## src/dqs_pkg.sv

```systemverilog
// ----------------------------------------------------------------------------
// Deque package
// Sizes, opcodes, status codes, ring arithmetic and the store port types
// shared by the double-ended queue modules.
// ----------------------------------------------------------------------------
package dqs_pkg;

   localparam int DEPTH = 16;
   localparam int IDX_W = $clog2(DEPTH);
   localparam int CNT_W = $clog2(DEPTH + 1);
   localparam int SUM_W = CNT_W + 1;
   localparam int OP_W  = 3;
   localparam int ST_W  = 2;
   localparam int VAL_W = 32;

   localparam logic [OP_W-1:0] OP_PUSH_FRONT = 3'd0;
   localparam logic [OP_W-1:0] OP_PUSH_BACK  = 3'd1;
   localparam logic [OP_W-1:0] OP_POP_FRONT  = 3'd2;
   localparam logic [OP_W-1:0] OP_POP_BACK   = 3'd3;
   localparam logic [OP_W-1:0] OP_SEARCH     = 3'd4;
   localparam logic [OP_W-1:0] OP_CLEAR      = 3'd5;

   localparam logic [ST_W-1:0] STS_DONE  = 2'd0;
   localparam logic [ST_W-1:0] STS_FULL  = 2'd1;
   localparam logic [ST_W-1:0] STS_EMPTY = 2'd2;

   typedef struct packed {
      logic                    en;
      logic [IDX_W-1:0]        addr;
      logic signed [VAL_W-1:0] data;
   } store_wr_type;

   typedef struct packed {
      logic             en;
      logic [IDX_W-1:0] addr;
   } store_rd_type;

   // (base + offset) mod DEPTH, with offset at most DEPTH
   function automatic logic [IDX_W-1:0] ring_add(input logic [IDX_W-1:0] base,
                                                 input logic [CNT_W-1:0] offset);
      logic [SUM_W-1:0] sum;
      sum = SUM_W'(base) + SUM_W'(offset);
      if (sum >= SUM_W'(DEPTH)) begin
         sum = sum - SUM_W'(DEPTH);
      end
      return sum[IDX_W-1:0];
   endfunction

endpackage

```

## src/dqs_if.sv

```systemverilog
// ----------------------------------------------------------------------------
// Deque channels
// Valid/ready channels for the request item and the response item.
// ----------------------------------------------------------------------------
interface dqs_req_if
   import dqs_pkg::*;
();
   logic                    valid;
   logic                    ready;
   logic [OP_W-1:0]         opcode;
   logic signed [VAL_W-1:0] value;

   modport source (output valid, output opcode, output value, input ready);
   modport sink   (input valid, input opcode, input value, output ready);
endinterface

interface dqs_rsp_if
   import dqs_pkg::*;
();
   logic             valid;
   logic             ready;
   logic [ST_W-1:0]  status;
   logic             found;
   logic [CNT_W-1:0] count;

   modport source (output valid, output status, output found, output count, input ready);
   modport sink   (input valid, input status, input found, input count, output ready);
endinterface

```

## src/dqs_store.sv

```systemverilog
// ----------------------------------------------------------------------------
// Deque ring store
// DEPTH words, one write port and one read port with registered read data.
// ----------------------------------------------------------------------------
module dqs_store
   import dqs_pkg::*;
(
   input  logic                    clock,
   input  store_wr_type            wr,
   input  store_rd_type            rd,
   output logic signed [VAL_W-1:0] rd_data
);

   logic signed [VAL_W-1:0] mem [DEPTH];
   logic signed [VAL_W-1:0] rd_data_ff;

   always_ff @(posedge clock) begin
      if (wr.en) begin
         mem[wr.addr] <= wr.data;
      end
   end

   always_ff @(posedge clock) begin
      if (rd.en) begin
         rd_data_ff <= mem[rd.addr];
      end
   end

   assign rd_data = rd_data_ff;

endmodule

```

## src/double_ended_queue_with_search.sv

```systemverilog
// ----------------------------------------------------------------------------
// Double-ended queue with search
// Bounded deque of signed 32-bit words held in a ring store, with a key scan.
// ----------------------------------------------------------------------------
// Usage:
//   req_ch carries one item per operation: opcode and value. rsp_ch returns
//   exactly one item per request: status, found flag and the count held after
//   the operation. Both channels move an item when valid and ready are high.
//   Push, pop, clear and unused opcodes, and a search on an empty queue, have
//   the response registered at the edge that accepts the request. A search
//   on a non-empty queue reads each held word from the head onward, then
//   registers the response: the single read port of the ring store delivers
//   one word per cycle and each compare follows in the cycle after its read.
//   One request is in flight at a time; req_ch.ready is high while the block
//   is idle and the response register is empty or being drained in the same
//   cycle, so a stalled receiver holds the response and blocks new requests.
//   A synchronous reset empties the queue (count 0, head 0) and drops any
//   pending response; stored words are not cleared and are never read
//   before being written.
// ----------------------------------------------------------------------------
module double_ended_queue_with_search
   import dqs_pkg::*;
(
   input  logic   clock,
   input  logic   reset,
   dqs_req_if.sink   req_ch,
   dqs_rsp_if.source rsp_ch
);

   typedef enum logic [2:0] {
      ST_IDLE  = 3'b001,
      ST_SCAN  = 3'b010,
      ST_DRAIN = 3'b100
   } state_type;

   state_type               state_ff, state_in;
   logic [IDX_W-1:0]        head_ff, head_in;
   logic [CNT_W-1:0]        count_ff, count_in;
   logic signed [VAL_W-1:0] key_ff, key_in;
   logic [IDX_W-1:0]        rd_idx_ff, rd_idx_in;
   logic                    cmp_vld_ff, cmp_vld_in;
   logic                    hit_ff, hit_in;
   logic                    rsp_valid_ff, rsp_valid_in;
   logic [ST_W-1:0]         rsp_status_ff, rsp_status_in;
   logic                    rsp_found_ff, rsp_found_in;
   logic [CNT_W-1:0]        rsp_count_ff, rsp_count_in;

   store_wr_type            wr;
   store_rd_type            rd;
   logic signed [VAL_W-1:0] rd_data;
   logic                    accept;
   logic                    full;
   logic                    empty;
   logic                    last_read;

   dqs_store u_store (
      .clock   (clock),
      .wr      (wr),
      .rd      (rd),
      .rd_data (rd_data)
   );

   assign req_ch.ready  = (state_ff == ST_IDLE) && (!rsp_valid_ff || rsp_ch.ready);
   assign accept        = req_ch.valid && req_ch.ready;
   assign full          = (count_ff == CNT_W'(DEPTH));
   assign empty         = (count_ff == '0);
   assign last_read     = (CNT_W'(rd_idx_ff) + CNT_W'(1)) == count_ff;

   assign rsp_ch.valid  = rsp_valid_ff;
   assign rsp_ch.status = rsp_status_ff;
   assign rsp_ch.found  = rsp_found_ff;
   assign rsp_ch.count  = rsp_count_ff;

   always_comb begin
      state_in      = state_ff;
      head_in       = head_ff;
      count_in      = count_ff;
      key_in        = key_ff;
      rd_idx_in     = rd_idx_ff;
      cmp_vld_in    = 1'b0;
      hit_in        = hit_ff | (cmp_vld_ff && (rd_data == key_ff));
      rsp_valid_in  = rsp_valid_ff && !rsp_ch.ready;
      rsp_status_in = rsp_status_ff;
      rsp_found_in  = rsp_found_ff;
      rsp_count_in  = rsp_count_ff;
      wr.en         = 1'b0;
      wr.addr       = head_ff;
      wr.data       = req_ch.value;
      rd.en         = 1'b0;
      rd.addr       = ring_add(head_ff, CNT_W'(rd_idx_ff));

      unique case (state_ff)
         ST_IDLE: begin
            if (accept) begin
               rsp_valid_in  = 1'b1;
               rsp_status_in = STS_DONE;
               rsp_found_in  = 1'b0;
               hit_in        = 1'b0;
               key_in        = req_ch.value;
               rd_idx_in     = '0;
               unique case (req_ch.opcode)
                  OP_PUSH_FRONT: begin
                     if (full) begin
                        rsp_status_in = STS_FULL;
                     end else begin
                        head_in  = ring_add(head_ff, CNT_W'(DEPTH - 1));
                        wr.en    = 1'b1;
                        wr.addr  = head_in;
                        count_in = count_ff + CNT_W'(1);
                     end
                  end
                  OP_PUSH_BACK: begin
                     if (full) begin
                        rsp_status_in = STS_FULL;
                     end else begin
                        wr.en    = 1'b1;
                        wr.addr  = ring_add(head_ff, count_ff);
                        count_in = count_ff + CNT_W'(1);
                     end
                  end
                  OP_POP_FRONT: begin
                     if (empty) begin
                        rsp_status_in = STS_EMPTY;
                     end else begin
                        head_in  = ring_add(head_ff, CNT_W'(1));
                        count_in = count_ff - CNT_W'(1);
                     end
                  end
                  OP_POP_BACK: begin
                     if (empty) begin
                        rsp_status_in = STS_EMPTY;
                     end else begin
                        count_in = count_ff - CNT_W'(1);
                     end
                  end
                  OP_SEARCH: begin
                     if (!empty) begin
                        rsp_valid_in = 1'b0;
                        state_in     = ST_SCAN;
                     end
                  end
                  OP_CLEAR: begin
                     head_in  = '0;
                     count_in = '0;
                  end
                  default: begin
                  end
               endcase
               rsp_count_in = count_in;
            end
         end
         ST_SCAN: begin
            rd.en      = 1'b1;
            cmp_vld_in = 1'b1;
            rd_idx_in  = rd_idx_ff + IDX_W'(1);
            if (last_read) begin
               state_in = ST_DRAIN;
            end
         end
         ST_DRAIN: begin
            rsp_valid_in  = 1'b1;
            rsp_status_in = STS_DONE;
            rsp_found_in  = hit_in;
            rsp_count_in  = count_ff;
            state_in      = ST_IDLE;
         end
         default: begin
            state_in = ST_IDLE;
         end
      endcase
   end

   always_ff @(posedge clock) begin
      if (reset) begin
         state_ff     <= ST_IDLE;
         head_ff      <= '0;
         count_ff     <= '0;
         rd_idx_ff    <= '0;
         cmp_vld_ff   <= 1'b0;
         hit_ff       <= 1'b0;
         rsp_valid_ff <= 1'b0;
      end else begin
         state_ff     <= state_in;
         head_ff      <= head_in;
         count_ff     <= count_in;
         rd_idx_ff    <= rd_idx_in;
         cmp_vld_ff   <= cmp_vld_in;
         hit_ff       <= hit_in;
         rsp_valid_ff <= rsp_valid_in;
      end
   end

   always_ff @(posedge clock) begin
      key_ff        <= key_in;
      rsp_status_ff <= rsp_status_in;
      rsp_found_ff  <= rsp_found_in;
      rsp_count_ff  <= rsp_count_in;
   end

endmodule
```

## src/flat_wrapper.sv

```systemverilog
// flat-port wrapper written by rule: the top's interface ports become plain ports
module double_ended_queue_with_search_flat import dqs_pkg::*;
  (clock, reset, req_ch_valid, req_ch_opcode, req_ch_value, req_ch_ready, rsp_ch_valid, rsp_ch_status, rsp_ch_found, rsp_ch_count, rsp_ch_ready);
  dqs_req_if req_ch_i ();
  dqs_rsp_if rsp_ch_i ();
  input  logic clock;
  input  logic reset;
  input wire logic [$bits(req_ch_i.valid)-1:0] req_ch_valid;
  input wire logic [$bits(req_ch_i.opcode)-1:0] req_ch_opcode;
  input wire logic [$bits(req_ch_i.value)-1:0] req_ch_value;
  output wire logic [$bits(req_ch_i.ready)-1:0] req_ch_ready;
  output wire logic [$bits(rsp_ch_i.valid)-1:0] rsp_ch_valid;
  output wire logic [$bits(rsp_ch_i.status)-1:0] rsp_ch_status;
  output wire logic [$bits(rsp_ch_i.found)-1:0] rsp_ch_found;
  output wire logic [$bits(rsp_ch_i.count)-1:0] rsp_ch_count;
  input wire logic [$bits(rsp_ch_i.ready)-1:0] rsp_ch_ready;
  assign req_ch_i.valid = req_ch_valid;
  assign req_ch_i.opcode = req_ch_opcode;
  assign req_ch_i.value = req_ch_value;
  assign req_ch_ready = req_ch_i.ready;
  assign rsp_ch_valid = rsp_ch_i.valid;
  assign rsp_ch_status = rsp_ch_i.status;
  assign rsp_ch_found = rsp_ch_i.found;
  assign rsp_ch_count = rsp_ch_i.count;
  assign rsp_ch_i.ready = rsp_ch_ready;
  double_ended_queue_with_search u_core (.clock(clock), .reset(reset), .req_ch(req_ch_i), .rsp_ch(rsp_ch_i));
endmodule
```

## config.mk

```make
export PLATFORM = sky130hd
export DESIGN_NAME = double_ended_queue_with_search_flat
export DESIGN_NICKNAME = d
export VERILOG_FILES = /design/src/dqs_pkg.sv /design/src/dqs_if.sv /design/src/dqs_store.sv /design/src/double_ended_queue_with_search.sv /design/src/flat_wrapper.sv
export SDC_FILE = /design/constraint.sdc
export NUM_CORES = 1
export LEC_CHECK = 0
export BUFFER_PORTS_ARGS = -buffer_cell sky130_fd_sc_hd__buf_2
export CORE_MARGIN = 2
export CORE_UTILIZATION = 49
export CTS_CLUSTER_DIAMETER = 150
export DETAILED_ROUTE_END_ITERATION = 8
export PLACE_DENSITY_LB_ADDON = 0.25
export SLEW_MARGIN = 0
export SYNTH_ARGS = -nofsm -noshare
export SYNTH_HDL_FRONTEND = slang
export SYNTH_SLANG_ARGS = --single-unit
```

## constraint.sdc

```tcl
create_clock -name clock -period 7.6 [get_ports clock]
set_input_delay 2.28 -clock clock [delete_from_list [all_inputs] [get_ports clock]]
set_output_delay 2.28 -clock clock [all_outputs]
set_load 0.01 [all_outputs]
```

==> flow_summary.toml, run 1 <==
[status]
status = "finished, final reports clean"

[floorplanning]
ioPinCount = 49
die_width_um = 225
die_area_sq_um = 50600
rows = 81
die_h_um = 225
initial_core_util_pct = 49.3
coreArea_sq_um = 48500

[logic_synthesis]
synth_area_leaders = "edfxtp_1 (73%), mux4_2 (12%), dfxtp_1 (1.6%)"
synthAdderAreaFrac_pct = 0.794
synth.mux.area_fraction_pct = 12.2
yosys_most_used_dff = "edfxtp_1"
ys_seq_elements = 603
synth_edf_count = 584
yosysTopAreaCell = "edfxtp_1"
synth_top_area_share_pct = 73.2
synth_compound_area_share_pct = 4.24
yosys.cell_types.count = 65
synth_xor_area_share_pct = 1.54
yosys_warnings = 0
async_reset_ff_share_pct = 0
synthSimpleGateAreaFrac_pct = 4.94
yosysSeqAreaShare_pct = 74.8
synth_nets = 1299
syn_inst = 1246
syn_area_sq_um = 23900
synth_top_family_by_area = "multiplexers"
syn_area_per_cell_sq_um = 19.2

[final_layout]
area_growth_pct = 12.8
nets = 1371
n_antenna_cell = 0
fill_cells = 3615
final-seq-area_sq_um = 17900
drive_gt1_share_pct = 23.3
multi_input_area_sq_um = 5870

[clock_tree]
cts.sinks = 603
worstSkewPairLatency_ps = 610
cts_tree = "built"
cts_buffer_depth = 3
path_clk_slew_ps = 60
post-cts-setup-buffers = 0
ctsHoldBuffers = 0
htreeDepth = 2
cts.repair.resized = 0
cts_root_buf = "clkbuf_16"
numCtsBuffers = 59

[power_and_ir_drop]
p_sw_uw = 1460
p_per_area_nw_per_um2 = 260
p_clk_share_pct = 41.5
pwr-share-seq_pct = 52.8
p_int_uw = 5550
p_leak_uw = 0.00848
power_frac_comb_pct = 5.7
p_sw_share_pct = 20.9
vdd_drop_max_mv = 0.177
power_uw = 7020

[worst_hold_path]
hp-class = "reg -> reg"
min-delay-start = "u_core.rd_idx_ff[1]$_SDFFE_PP0P_"
min_delay_path_depth = 2

[place]
place_ws_ps = 1940
gp_congestion = 0.814
portBuffers = 48
dp_hpwl_um = 27600

[critical_path]
cp.arrival_ps = 2870
crit_type = "in -> out"
critPathCaptureType = "output port"
crit_path_frequent_cell = "buf_2"
crit_fanout = 3
worst-path-stages = 5
path_buf_inv = 2
crit_chain = "buf_2 > nand2b_1 > nand2_1 > nor3_1 > buf_2"
crit_required_ps = 5320
critical-path-max-stage-delay_ps = 170
critPathTopFamily = "simple AND/OR/NAND/NOR gates"
cp-startpoint = "rsp_ch_ready"
r2r_start = "u_core.head_ff[0]$_SDFFE_PP0P_"
ff2ff_path_depth = 8
cp-start-kind = "primary input"
cp_slowest_cell = "nand2b_1"

[run]
cap_violations = 0

[detailed_routing]
totalWireLength_um = 49900
drc = 0
vias = 11900
wl_per_cell_um = 25.2
antenna_left = 0
first_pass_iters = 5
drt_iter0_drc = 1195
vias_per_cell = 6.00

[global_routing]
busiest_layer = "met2"
grt_max_degree = 65
grt_pass1_vias = 12100
met2_usage_pct = 33.7
grt_usage_pct = 20.2
grt_pass1_wl_um = 75700
gr-total-overflow = 0
grtUsageMet1_pct = 28.0
grt_util_met3_pct = 3.32
grt_antenna_before_repair = 1

[timing]
fin_ws_ps = 2450
worstMarginPinSlew_ps = 1040
max_freq_mhz = 194
maxSlewViolCount = 0
min_period_over_period_pct = 67.7
hold_viol = 0
grt_setup_unrepaired = "no"
finalClockSkew_ps = 14.9
fin_crit_ps = 5150
relSlewSlack_pct = 30.0
setup_tns_ps = 0
finalSetupViolCount = 0
-- power by group through the flow --
stage | registers [uW] | logic (uW) | clock network [uW]
floorplan | 3770 | 264 | 0
global placement | 3770 | 401 | 0
detailed placement | 3780 | 406 | 0
CTS | 3700 | 407 | 2970
global route | 3710 | 437 | 3100
finish | 3700 | 399 | 2910
-- tightest hold or removal path: stages (launching register included) --
cell and delay [ps]:
dfxtp_1 360, nand3_1 90, a21oi_1 60
-- cell type report --
type	instances	area share, %
inverters	12	0.167
well taps	622	2.88
repair buffers	77	1.70
flip-flops and latches	603	66.3
clock buffers	71	5.71
clock inverters	34	1.44
multi-input cells	565	21.8
-- worst paths after layout --
check	end	slack [ps]
hold / removal	u_core.rd_idx_ff[1]$_SDFFE_PP0P_	550
setup reg to reg	u_core.u_store.rd_data[25]$_DFFE_PP_	3420
hold reg to reg	u_core.rd_idx_ff[1]$_SDFFE_PP0P_	550
setup / recovery	req_ch_ready	2450
-- per-layer routing --
layer,share of wire [%],wire length [um]
met1,43,21500
met2,50,25100
met3,4.8,2390
met4,2.0,976
met5,0.026,13
-- Yosys cell counts, types with 13 or more instances --
cell type  number
edfxtp_1      584
mux4_2        128
nand2_1        88
a211oi_1       43
a31oi_1        36
and2_1         34
xnor2_1        34
clkbuf_1       33
nor2_1         20
a21oi_1        19
buf_2          19
dfxtp_1        19
o21ai_0        14
nand3_1        13
-- per-stage QoR --
stage               hold WS [ps]  instances  utilization, %  instance area, sq um
CTS                          558       1984            55.6                 27000
global placement             524       1879            51.6                 25100
detailed placement           549       1879            51.6                 25100
finish                       554       1984            55.6                 27000
global route                 592       1984            55.6                 27000
floorplan                    473       1246               -                 23900
-- registers in the layout (all words and copies together), names as in the netlist --
| register | flops |
|---|---|
| u_core.head_ff | 4 |
| u_core.u_store.rd_data | 32 |
| u_core.rd_idx_ff | 4 |
| u_core.rsp_ch.count | 5 |
| u_core.rsp_ch.status | 2 |
| u_core.hit_ff | 1 |
| u_core.rsp_ch.found | 1 |
| u_core.state_ff | 3 |
| u_core.cmp_vld_ff | 1 |
| u_core.count_ff | 5 |
| u_core.rsp_ch.valid | 1 |
| u_core.u_store.mem | 512 |
| u_core.key_ff | 32 |
-- placed cells by master (no fill, tap or decap), types with 3 or more instances in the layout --
cell	netlist	routed
a211oi_1	43	35
a211oi_4	0	8
a21oi_1	19	19
a31oi_1	36	36
and2_0	3	3
and2_1	34	34
buf_2	19	48
buf_4	6	29
bufinv_16	0	8
clkbuf_1	33	11
clkbuf_16	0	60
clkinv_1	1	15
clkinv_2	0	6
dfxtp_1	19	19
edfxtp_1	584	584
ha_1	12	11
inv_1	11	10
mux2i_1	3	3
mux4_2	128	128
nand2_1	88	88
nand2b_1	8	8
nand3_1	13	13
nand3b_1	3	3
nand4_1	8	8
nor2_1	20	20
nor2b_1	4	4
nor3_1	12	12
nor3b_1	4	4
nor4_1	12	4
nor4_2	0	8
o21a_1	4	4
o21ai_0	14	14
o31a_1	3	3
o31ai_1	6	6
or3_1	4	4
xnor2_1	34	32
xor2_1	8	7
-- cells by family (layout without fill, tap and decap cells) --
logic type | count (synthesis) | after routing
AOI/OAI and AO/OA | 149 | 149
and+or+nand+nor | 229 | 229
buffers and inverters | 78 | 194
adders and majority gates | 14 | 14
xor gates and xnor gates | 42 | 42
muxes | 131 | 131
DFF | 603 | 603
Note: power is estimated with default switching activity, not from simulation.
==> inputs of run 2 (changes only) <==
- clock period: 7.6 -> 5.25 ns (I/O delays scaled with it)
==> run 2 against run 1 <==
- clock skew shrank 1.9 ps
- design area is 0.66% higher
- sequential share of layout area down 0.44 points
- total power is 44% higher
- sequential power rose by 45%
- hold slack lost 17 ps
- highest routed layer is now met4
==> flow_summary.toml, run 2 (synthesis gave the netlist of run 1 again) <==
[status]
status = "finished, final reports clean"

[detailed_routing]
antenna_left = 0
vias = 12100
wl_per_cell_um = 26.2
drt_iter0_drc = 1477
totalWireLength_um = 52500
drc = 0
first_pass_iters = 5
vias_per_cell = 6.02

[final_layout]
final_cell_mix = "edfxtp_1 (584), mux4_2 (128), nand2_1 (88), clkbuf_16 (60), buf_2 (48)"
final_common_cell = "edfxtp_1"
nets = 1385
design_area_sq_um = 27200
largest_register_ffs = 512
area_growth_pct = 13.5
regMostFlops = "u_core.u_store.mem"
drive_gt1_share_pct = 24.9

[clock_tree]
numCtsBuffers = 58
ctsHoldBuffers = 0
path_clk_slew_ps = 60
cts_root_buf = "clkbuf_16"
worstSkewPairLatency_ps = 620
cts.sinks = 603
cts.repair.resized = 0
post-cts-setup-buffers = 0
cts_tree = "built"
cts_buffer_depth = 3
htreeDepth = 2

[place]
dp_hpwl_um = 32500
gp_congestion = 0.825
place_ws_ps = 763
placed_area_sq_um = 25300
portBuffers = 48

[critical_path]
cp.arrival_ps = 4210
critPathCaptureType = "flip-flop"
critical-path-max-stage-delay_ps = 880
path_buf_inv = 2
crit_chain = "inv_1 > ha_1 > and4bb_2 > a211o_1 > and3_1 > o21a_1 > nor4_4 > buf_4"
crit_required_ps = 5540
crit_fanout = 21
cp-start-kind = "flip-flop"
crit_type = "reg -> reg"
cp_slowest_cell = "nor4_4"
critPathTopFamily = "simple AND/OR/NAND/NOR gates"

[timing]
fin_crit_ps = 3920
fin_ws_ps = 1330
hold_viol = 0
grt_setup_unrepaired = "no"
relSlewSlack_pct = 33.6
hold_ws_ps = 537
worstMarginPinSlew_ps = 989
finalClockSkew_ps = 13.0
finalSetupViolCount = 0
min_period_over_period_pct = 74.8
max_freq_mhz = 255
maxSlewViolCount = 0

[floorplanning]
initial_core_util_pct = 49.3
rows = 81
coreArea_sq_um = 48500
die_width_um = 225
ioPinCount = 49
die_area_sq_um = 50600
die_h_um = 225

[power_and_ir_drop]
p_int_uw = 7880
vdd_drop_max_mv = 0.254
p_leak_uw = 0.00855
p_sw_share_pct = 21.9
p_sw_uw = 2200
p_clk_share_pct = 40.6
p_per_area_nw_per_um2 = 371
power_frac_comb_pct = 6.2
pwr-share-seq_pct = 53.2
power_uw = 10100

[worst_hold_path]
hp-class = "reg -> reg"

[global_routing]
grtUsageMet1_pct = 33.1
grt_pass1_wl_um = 78300
gr-total-overflow = 0
grt_usage_pct = 21.3
grt_util_met3_pct = 3.30
grt_antenna_before_repair = 3
met2_usage_pct = 31.6
grt_pass1_vias = 12000
busiest_layer = "met1"
grt_max_degree = 65

[run]
cap_violations = 0
-- run 2: final cells by class --
| type | instances | area (sq um) |
|---|---|---|
| fill | 3647 | 21400 |
| sequential | 603 | 17900 |
| tap | 622 | 778 |
| antenna | 1 | 2.50 |
| inverter | 12 | 45.0 |
| multi-input combinational | 565 | 5940 |
| clock buffer | 69 | 1550 |
| clock inverter | 39 | 330 |
| timing repair buffer | 92 | 621 |
-- run 2: worst register-to-register path: cells and delay by family, from the launching register on --
| kind | cells | cell delay (ps) |
|---|---|---|
| adder cells (fa/ha/maj) | 1 | 280 |
| AND/OR/NAND/NOR | 3 | 1330 |
| AO/OA/AOI/OAI | 2 | 680 |
| flip-flops | 1 | 650 |
| buffers and inverters | 2 | 630 |
-- run 2: routing by layer --
metal	part of all wire (%)	routed length [um]	up-vias
met4	2.1	1090	0
li1	-	-	5253
met3	7.8	4080	66
met5	0	0	-
met2	46	24100	481
met1	44	23300	6262
-- run 2: final timing paths --
kind / depth (start not counted) / end / slack, ps / start
hold reg to reg: 2 / u_core.rd_idx_ff[1]$_SDFFE_PP0P_ / 540 / u_core.rd_idx_ff[1]$_SDFFE_PP0P_
setup / recovery: 8 / u_core.u_store.mem[4][7]$_DFFE_PP_ / 1330 / u_core.count_ff[0]$_SDFFE_PP0P_
hold / removal: 2 / u_core.rd_idx_ff[1]$_SDFFE_PP0P_ / 540 / u_core.rd_idx_ff[1]$_SDFFE_PP0P_
setup reg to reg: 8 / u_core.u_store.mem[4][7]$_DFFE_PP_ / 1330 / u_core.count_ff[0]$_SDFFE_PP0P_
-- run 2: metrics by stage --
stage          std cells  util [%]  TNS, ps
3_5_place_dp        1894      52.1        0
2_1_floorplan       1246         -  -196520
3_3_place_gp        1894      52.1        0
6_report            2003      56.0        0
4_1_cts             2002      56.0        0
5_1_grt             2003      56.0        0
-- run 2: power by group through the flow --
| stage | sequential [uW] | clock, uW | combinational [uW] |
|---|---|---|---|
| after floorplan | 5460 | 0 | 386 |
| after global placement | 5460 | 0 | 625 |
| after detailed placement | 5460 | 0 | 633 |
| after CTS | 5360 | 4160 | 635 |
| after global routing | 5360 | 4330 | 679 |
| final | 5360 | 4090 | 629 |
==> inputs of run 3 (changes only) <==
- clock period: 5.25 -> 3.8 ns (I/O delays scaled with it)
==> run 3 against run 2 <==
- global-route usage increased by 0.14 points
- critical path type unchanged
- largest cell class unchanged
- sequential power up 38%
- sequential cell count unchanged
==> flow_summary.toml, run 3 (synthesis gave the netlist of run 1 again) <==
[timing]
worstMarginPinSlew_ps = 1040
relSlewSlack_pct = 30.4
fin_ws_ps = 457
maxSlewViolCount = 0
grt_setup_unrepaired = "no"
finalSetupViolCount = 0
fin_crit_ps = 3340
finalClockSkew_ps = 33.2
max_freq_mhz = 299
hold_viol = 0
min_period_over_period_pct = 88.0
hold_ws_ps = 553

[clock_tree]
numCtsBuffers = 58
htreeDepth = 2
cts_buffer_depth = 3
cts_tree = "built"
worstSkewPairLatency_ps = 640
post-cts-setup-buffers = 0
cts_root_buf = "clkbuf_16"
cts.repair.resized = 0
cts.sinks = 603
ctsHoldBuffers = 0
path_clk_slew_ps = 60

[detailed_routing]
wl_per_cell_um = 25.9
vias = 12100
antenna_left = 0
first_pass_iters = 5
totalWireLength_um = 52500
drt_iter0_drc = 1195
drc = 0
vias_per_cell = 5.99

[floorplanning]
die_width_um = 225
rows = 81
initial_core_util_pct = 49.3
die_area_sq_um = 50600
die_h_um = 225
coreArea_sq_um = 48500
ioPinCount = 49

[global_routing]
grt_antenna_before_repair = 2
grt_usage_pct = 21.4
grt_pass1_wl_um = 79000
grt_max_degree = 65
gr-total-overflow = 0
grt_pass1_vias = 12400

[place]
place_ws_ps = 131
dp_hpwl_um = 31000
placed_cells = 1915
gp_congestion = 0.884
portBuffers = 48
placed_area_sq_um = 25800

[final_layout]
final_common_cell = "edfxtp_1"
instances_no_fill = 2022
largest_register_ffs = 512
n_antenna_cell = 0
regMostFlops = "u_core.u_store.mem"
final_cell_mix = "edfxtp_1 (584), mux4_2 (128), nand2_1 (88), clkbuf_16 (58), buf_2 (48)"
drive_gt1_share_pct = 25.4
design_area_sq_um = 27500
area_growth_pct = 15.1
nets = 1406

[power_and_ir_drop]
vdd_drop_max_mv = 0.374
p_leak_uw = 0.00866
power_uw = 13700
p_per_area_nw_per_um2 = 496

[critical_path]
critPathCaptureType = "flip-flop"
crit_fanout = 19
crit_type = "reg -> reg"
cp.arrival_ps = 3670
cp-start-kind = "flip-flop"
crit_required_ps = 4130

[worst_hold_path]
hp-class = "reg -> reg"

[status]
status = "finished, final reports clean"

[run]
cap_violations = 0
==> run 3: cell types whose count changed in the layout (fill, tap and decap cells not counted), moves of 4 or more <==
cell	previous run	this run
clkinv_2	13	8
buf_12	4	27
clkinv_1	10	17
clkbuf_1	8	12
==> run 3: metal layers <==
metal	up-vias	track usage (%)	share of wire, %
met1	6377	28.9	42
li1	5297	-	-
met3	95	2.95	5.0
met4	2	7.46	2.9
met5	-	0	0.021
met2	348	36.2	50
==> run 3: worst paths after layout <==
| path | from | to | slack, ps | depth (start not counted) |
|---|---|---|---|---|
| setup / recovery | u_core.count_ff[0]$_SDFFE_PP0P_ | u_core.u_store.mem[12][19]$_DFFE_PP_ | 460 | 8 |
| hold / removal | u_core.hit_ff$_SDFF_PP0_ | u_core.hit_ff$_SDFF_PP0_ | 550 | 2 |
| setup reg to reg | u_core.count_ff[0]$_SDFFE_PP0P_ | u_core.u_store.mem[12][19]$_DFFE_PP_ | 460 | 8 |
| hold reg to reg | u_core.hit_ff$_SDFF_PP0_ | u_core.hit_ff$_SDFF_PP0_ | 550 | 2 |
==> run 3: critical path, stage by stage (launching register included) <==
cell,delay [ps]
dfxtp_1,480
inv_1,140
ha_1,250
and4bb_2,260
a211o_1,250
a211oi_1,350
o21ai_2,150
a211oi_4,890
buf_12,270
==> run 3: report_power, final <==
| part | internal, uW | switching (uW) |
|---|---|---|
| registers | 7370 | 28.9 |
| logic | 356 | 529 |
| clock network | 2940 | 2430 |
==> run 3: cell type report <==
| type | count | area, sq um |
|---|---|---|
| fillers | 3612 | 21000 |
| flip-flops and latches | 603 | 17900 |
| multi-input cells | 565 | 5970 |
| clock buffers | 70 | 1500 |
| repair buffers | 113 | 1070 |
| well taps | 622 | 778 |
| clock inverters | 37 | 274 |
| inverters | 12 | 50.0 |
==> run 3: through the flow <==
stage | utilization [%] | setup TNS, ps
after floorplan | - | -12600
after global placement | 53.1 | 0
after detailed placement | 53.1 | 0
after CTS | 56.7 | 0
after global routing | 56.7 | 0
final | 56.7 | 0
